$ cat config.mk
export PLATFORM = sky130hd
export DESIGN_NAME = lwr_ctrl
export DESIGN_NICKNAME = d
export VERILOG_FILES = /design/src/hw/rtl/lwr_pkg.sv /design/src/hw/rtl/lwr_ctrl.sv
export SDC_FILE = /design/constraint.sdc
export NUM_CORES = 1
export LEC_CHECK = 0
export BUFFER_PORTS_ARGS = -buffer_cell sky130_fd_sc_hd__buf_2
export CELL_PAD_IN_SITES_DETAIL_PLACEMENT = 1
export CELL_PAD_IN_SITES_GLOBAL_PLACEMENT = 2
export CORE_UTILIZATION = 22
export DETAILED_ROUTE_END_ITERATION = 8
export GPL_TIMING_DRIVEN = 1
export HOLD_SLACK_MARGIN = 0.05
export PLACE_DENSITY_LB_ADDON = 0.1
export SKIP_CTS_REPAIR_TIMING = 1
export SLEW_MARGIN = 25
export SYNTH_ARGS = -nofsm -noshare
export SYNTH_HDL_FRONTEND = slang
export SYNTH_SLANG_ARGS = --single-unit
$ cat constraint.sdc
create_clock -name clk -period 3.6 [get_ports clk]
set_input_delay 0.54 -clock clk [delete_from_list [all_inputs] [get_ports clk]]
set_output_delay 0.54 -clock clk [all_outputs]
set_load 0.02 [all_outputs]
$ cat src/hw/rtl/lwr_pkg.sv
// Shared types and constants for the LWMA difficulty retarget unit.
`default_nettype none

package lwr_pkg;

    // Counter widths
    localparam int CNT_W    = 9;
    localparam int SZ_W     = 6;

    // Fixed iteration counts
    localparam logic [CNT_W-1:0] DIV_LAST = 9'd255;
    localparam logic [CNT_W-1:0] MUL_LAST = 9'd16;
    localparam logic [SZ_W-1:0]  SZ_FULL  = 6'd32;

    // Configuration register indexes
    localparam logic [2:0] REG_SPACING = 3'd0;
    localparam logic [2:0] REG_MIN_WIN = 3'd1;
    localparam logic [2:0] REG_LIMIT0  = 3'd2;
    localparam logic [2:0] REG_LIMIT1  = 3'd3;
    localparam logic [2:0] REG_LIMIT2  = 3'd4;
    localparam logic [2:0] REG_LIMIT3  = 3'd5;

    // Commands from the controller to the datapath
    typedef struct packed {
        logic load_in;
        logic expand;
        logic accum;
        logic prep;
        logic kt;
        logic div_init;
        logic div_sel;
        logic div_step;
        logic mul_init;
        logic mul_step;
        logic clamp;
        logic scan_step;
        logic pack;
    } cmd_t;

    // Status from the datapath to the controller
    typedef struct packed {
        logic last;
        logic short_win;
        logic div_last;
        logic mul_last;
        logic scan_stop;
        logic out_busy;
    } sts_t;

endpackage

`default_nettype wire

$ cat src/hw/rtl/lwr_ctrl.sv
// Sequencing state machine for the LWMA difficulty retarget unit.
`default_nettype none

module lwr_ctrl (
    input  wire                 clk,
    input  wire                 rst_n,
    input  wire                 in_valid,
    output logic                in_ready,
    input  wire lwr_pkg::sts_t  sts,
    output lwr_pkg::cmd_t       cmd
);

    localparam logic [3:0] S_IDLE = 4'd0;
    localparam logic [3:0] S_EXP  = 4'd1;
    localparam logic [3:0] S_ACC  = 4'd2;
    localparam logic [3:0] S_PREP = 4'd3;
    localparam logic [3:0] S_KT   = 4'd4;
    localparam logic [3:0] S_D1I  = 4'd5;
    localparam logic [3:0] S_D1   = 4'd6;
    localparam logic [3:0] S_MI   = 4'd7;
    localparam logic [3:0] S_MUL  = 4'd8;
    localparam logic [3:0] S_D2I  = 4'd9;
    localparam logic [3:0] S_D2   = 4'd10;
    localparam logic [3:0] S_CL   = 4'd11;
    localparam logic [3:0] S_SC   = 4'd12;
    localparam logic [3:0] S_PK   = 4'd13;

    logic [3:0] state_reg;
    logic [3:0] state_next;

    // State register
    always_ff @(posedge clk or negedge rst_n)
    begin
        if (!rst_n)
        begin
            state_reg <= S_IDLE;
        end
        else
        begin
            state_reg <= state_next;
        end
    end

    // Next state and command decode
    always_comb
    begin
        state_next = state_reg;
        cmd        = '0;
        in_ready   = 1'b0;
        case (state_reg)
            S_IDLE:
            begin
                in_ready = 1'b1;
                if (in_valid)
                begin
                    cmd.load_in = 1'b1;
                    state_next  = S_EXP;
                end
            end
            S_EXP:
            begin
                cmd.expand = 1'b1;
                state_next = S_ACC;
            end
            S_ACC:
            begin
                cmd.accum  = 1'b1;
                state_next = sts.last ? S_PREP : S_IDLE;
            end
            S_PREP:
            begin
                cmd.prep   = 1'b1;
                state_next = S_KT;
            end
            S_KT:
            begin
                cmd.kt     = 1'b1;
                state_next = sts.short_win ? S_PK : S_D1I;
            end
            S_D1I:
            begin
                cmd.div_init = 1'b1;
                state_next   = S_D1;
            end
            S_D1:
            begin
                cmd.div_step = 1'b1;
                if (sts.div_last)
                begin
                    state_next = S_MI;
                end
            end
            S_MI:
            begin
                cmd.mul_init = 1'b1;
                state_next   = S_MUL;
            end
            S_MUL:
            begin
                cmd.mul_step = 1'b1;
                if (sts.mul_last)
                begin
                    state_next = S_D2I;
                end
            end
            S_D2I:
            begin
                cmd.div_init = 1'b1;
                cmd.div_sel  = 1'b1;
                state_next   = S_D2;
            end
            S_D2:
            begin
                cmd.div_step = 1'b1;
                if (sts.div_last)
                begin
                    state_next = S_CL;
                end
            end
            S_CL:
            begin
                cmd.clamp  = 1'b1;
                state_next = S_SC;
            end
            S_SC:
            begin
                if (sts.scan_stop)
                begin
                    state_next = S_PK;
                end
                else
                begin
                    cmd.scan_step = 1'b1;
                end
            end
            S_PK:
            begin
                if (!sts.out_busy)
                begin
                    cmd.pack   = 1'b1;
                    state_next = S_IDLE;
                end
            end
            default:
            begin
                state_next = S_IDLE;
            end
        endcase
    end

endmodule

`default_nettype wire

==> Word level (Yosys, flattened, before mapping) <==
Cells that the tools add are included.
{ "classes": {"eq_ne": 19, "muxes": 26, "n_reduce_logical": 4} }
{ "ops": {"columns": ["op", "count"], "rows": [
  ["one-hot mux 4 bit (14 select lines)", 1],
  ["2-to-1 mux 4 bit", 7],
  ["equality test 4 bit, second input constant", 6],
  ["2-to-1 mux 1 bit", 17],
  ["equality test 4 x 3 -> 1 bit, second input constant", 4],
  ["inequality test 2 bit, second input constant", 6],
  ["equality test 4 x 2 -> 1 bit, second input constant", 2],
  ["AND reduction 6 bit", 1],
  ["equality test 4 x 1 -> 1 bit, second input constant", 1],
  ["logical NOT 4 bit", 1],
  ["OR reduction 2 bit", 2],
  ["2-to-1 mux 2 bit", 1]
]} }
{ "word_totals": {"regBits": 4, "inputBits": 9, "out_inout_bits": 14, "word_cells": 50} }

==> Longest topological paths before layout <==
{ "logic_depth": {"depth_word": 3, "ltp_mapped": 5, "depth_no_buf": 4} }

==> Worst setup path before layout <==
No wires, ideal clock.
{ "synth_path": {"path_type": "reg-to-output", "startpoint": "register state_reg[3]", "endpoint": "output cmd[12] (netlist bit)", "arrival_time_ps": 1432, "t_required_ps": 3060, "path_slack_ps": 1628, "path_stages_with_launch": 5, "path_buffers": 1, "path_cell_list": "dfrtp_1 -> buf_6 -> or2_2 -> nor2_1 -> and2_1"} }
{ "synth_rtl": {"columns": ["element", "line", "text"], "rows": [
  ["start, declared", "lwr_ctrl.sv:28", "logic [3:0] state_reg;"],
  ["start signal, assigned", "lwr_ctrl.sv:40", "state_reg <= state_next;"],
  ["end, declared", "lwr_ctrl.sv:10", "output lwr_pkg::cmd_t cmd"]
]} }

==> metrics.txt <==
outcome=finished, final reports clean; max reg flops=4; highest net fanout along the worst path=10; GRT Resource Usage Total=0.1393; Antenna diodes=0; count of state elements after synthesis=4; number of antenna violations at the first check in global routing=0; WP data required=3.06 ns; part of the total power dissipated in the clock network=0.112; clock root buffer=sky130_fd_sc_hd__clkbuf_4; number of nets in the synthesized netlist=65; Relative slew margins=0.7825; worst r2r dst=state_reg[2]$_DFFE_PN0P_; via count of the first global-routing pass=429; setup violation total in the final timing report=0; total via count after detailed routing=around 450; IO Pins=23; worst setup path category=reg2out; maximum clock rate=~490 MHz; routed wl met3=between 20 and 30 um; portion of total power attributed to sequential cells=0.240; Switching Fraction=0.5278; family with the most delay on the worst path=simple AND/OR/NAND/NOR gates; residual DRC count=0; biggest cell delay along the critical path=between 0.4 and 0.5 ns; post-detailed-route via-to-cell ratio=between 4 and 5; distinct cell type count of the synthesized netlist=25; unrepaired setup endpoints after global routing=no; Area after DPL=518.0 um2; actual slew at the worst max-slew pin=0.3262 ns; number of H-tree levels=1; wire length of the first global-routing pass=between 2000 and 2500 um; pin count of the biggest net entering global routing=13; gate count after technology mapping=56; crit share post-route=0.5692; crit path launch=state_reg[3]$_DFFE_PN0P_; worst hold slack=roughly 0.095 ns; Min-Delay Path Class=in2async; placeable core area=0.001745 mm2; number of buffer and inverter instances along the worst setup path=1; clock tree from TritonCTS=built; port buffer count=22; DRT met1 WL=619 um; net switching component of the power=~0.27 mW; reg-to-reg startpoint=state_reg[2]$_DFFE_PN0P_; uppermost routed layer=met3; cell internal pwr=between 0.2 and 0.25 mW; power per standard cell area=roughly 950 mW/mm2; Site Rows=15; Initial Util=0.2358; DPL Wire Length=~940 um; violation count after the first detailed-routing iteration=1; global route total overflow=0; total routed wirelength=about 1200 um; slowest library cell on the worst path=sky130_fd_sc_hd__dfrtp_1; number of iterations in the first detailed-routing pass=2; sum of negative setup slack=0 ns; total clock buffers created by CTS=3; horizontal extent of the die=~45 um; Pleak=roughly 0.27 nW; maximum vdd drop=0.2571 mV; total design power=0.5157 mW; clock latency of the later-clocked register in the worst-skew pair=0.24 ns; fraction of layout instances using a drive strength above 1=0.4416; YS warnings=0; area grow syn2layout=31.31%; register-to-register setup slack=around 1.9 ns; mean instance size in the synthesized netlist=approximately 7.4 um2; Max Root-Sink Buffers=2; Clock Skews=0.003043 ns; max-cap viol count=0; Mapped Area=a little over 400 um2; cell-by-cell trace of the critical path=or2_2 > nor2_1 > and2_1 > buf_2; Worst Path Arrival=about 1.5 ns; post-route cell area=approximately 540 um2; Final Max Tran Viols=0; floorplan die area=approximately 0.0020 mm2; clock-pin slew on the worst setup and hold paths=0.04 ns; sum of met2 wire segment lengths after detailed routing=569 um; kind of end point of the critical path=primary output; Final #Nets=between 80 and 90; number of clock sinks=4; routability congestion estimate from global placement=a little over 0.7; minimum clock period=2.049 ns; portion of the post-synthesis area used by sequential elements=0.2432; DRT antenna net count=0; number of failing hold endpoints at the final stage=0; share of the core filled with cells in the final layout=0.3097; cells on worst reg2reg path=4; Setup crit start kind=register; Comb power frac=0.648; Chip Height=45.26 um; routed length per placed instance=about 12 um
[cell type report]
| cell class | instances | area (um2) |
|---|---|---|
| clock buffer | 3 | 22.52 |
| timing repair buffer | 22 | 110.1 |
| tap | 25 | 31.28 |
| fill | 232 | 1205 |
| sequential | 4 | 100.1 |
| multi-input combinational | 48 | 276.5 |
[synthesized netlist by cell type]
library cell | number | area, um2
sky130_fd_sc_hd__a21oi_2 | 1 | 8.760
sky130_fd_sc_hd__o22ai_2 | 1 | 12.51
sky130_fd_sc_hd__or2_2 | 1 | 6.260
sky130_fd_sc_hd__and2_1 | 1 | 6.260
sky130_fd_sc_hd__dfrtp_1 | 4 | 100.1
sky130_fd_sc_hd__nand3_1 | 1 | 5.000
sky130_fd_sc_hd__o21ai_0 | 3 | 15.01
sky130_fd_sc_hd__nor2_1 | 16 | 60.06
sky130_fd_sc_hd__buf_6 | 2 | 22.52
sky130_fd_sc_hd__a22o_2 | 1 | 10.01
sky130_fd_sc_hd__nand2_1 | 4 | 15.01
sky130_fd_sc_hd__nand2b_2 | 1 | 8.760
sky130_fd_sc_hd__or3_4 | 1 | 11.26
sky130_fd_sc_hd__or3_1 | 1 | 6.260
sky130_fd_sc_hd__nand2b_1 | 3 | 18.77
sky130_fd_sc_hd__buf_2 | 1 | 5.000
sky130_fd_sc_hd__nor3_1 | 3 | 15.01
sky130_fd_sc_hd__or2b_1 | 1 | 7.510
sky130_fd_sc_hd__mux2_4 | 1 | 15.01
sky130_fd_sc_hd__a21oi_1 | 4 | 20.02
sky130_fd_sc_hd__xnor2_1 | 1 | 8.760
sky130_fd_sc_hd__a211oi_2 | 1 | 12.51
sky130_fd_sc_hd__or3_2 | 1 | 7.510
sky130_fd_sc_hd__buf_4 | 1 | 7.510
sky130_fd_sc_hd__or2_1 | 1 | 6.260
[layer usage]
metal,up-vias,track usage
li1,233,-
met1,204,0.2141
met2,8,0.1971
met3,0,0.02400
met4,0,0.03636
met5,-,0
[worst reg2reg max path: stages (launching register included)]
cell,delay [ns]
sky130_fd_sc_hd__dfrtp_1,0.48
sky130_fd_sc_hd__nand2_1,0.26
sky130_fd_sc_hd__o22ai_2,0.13
sky130_fd_sc_hd__a211oi_2,0.34
sky130_fd_sc_hd__mux2_4,0.34
[cells in the final DEF, fill, tap and decap left out, types with 3 or more instances in the layout]
cell,count
sky130_fd_sc_hd__o21ai_0,3
sky130_fd_sc_hd__buf_2,22
sky130_fd_sc_hd__a21oi_1,4
sky130_fd_sc_hd__dfrtp_1,4
sky130_fd_sc_hd__clkbuf_4,3
sky130_fd_sc_hd__nand2_1,4
sky130_fd_sc_hd__nor3_1,3
sky130_fd_sc_hd__nor2_1,16
sky130_fd_sc_hd__nand2b_1,3
[per-stage QoR]
stage | cells | setup slack [ns]
4_1_cts | 102 | 1.545
2_1_floorplan | 56 | 1.628
6_report | 102 | 1.551
3_3_place_gp | 99 | 1.826
5_1_grt | 102 | 1.456
3_5_place_dp | 99 | 1.800
[cells by family after synthesis]
group,count (synthesis),synth area share
compound gates,11,0.1915
xor+xnor,1,0.02128
buf+inv,4,0.08510
flops,4,0.2432
mux,1,0.03646
simple gates,35,0.4225
[how the worst max path moves through the flow]
stage                          to  slack [ns]  cells after the start
after floorplan           cmd[12]        1.63                      4
after global placement    cmd[12]        1.83                      4
after detailed placement  cmd[12]        1.80                      4
after CTS                 cmd[12]        1.55                      4
after global routing      cmd[12]        1.46                      4
final                     cmd[12]        1.55                      4
[power by group through the flow]
| stage | registers (mW) | clock network [mW] | logic (mW) |
|---|---|---|---|
| 2_1_floorplan | 0.0753 | 0 | 0.319 |
| 3_3_place_gp | 0.122 | 0 | 0.340 |
| 3_5_place_dp | 0.125 | 0 | 0.337 |
| 4_1_cts | 0.124 | 0.0582 | 0.341 |
| 5_1_grt | 0.136 | 0.0618 | 0.372 |
| 6_report | 0.124 | 0.0580 | 0.334 |
No activity file was read; power rests on OpenSTA's default activity.
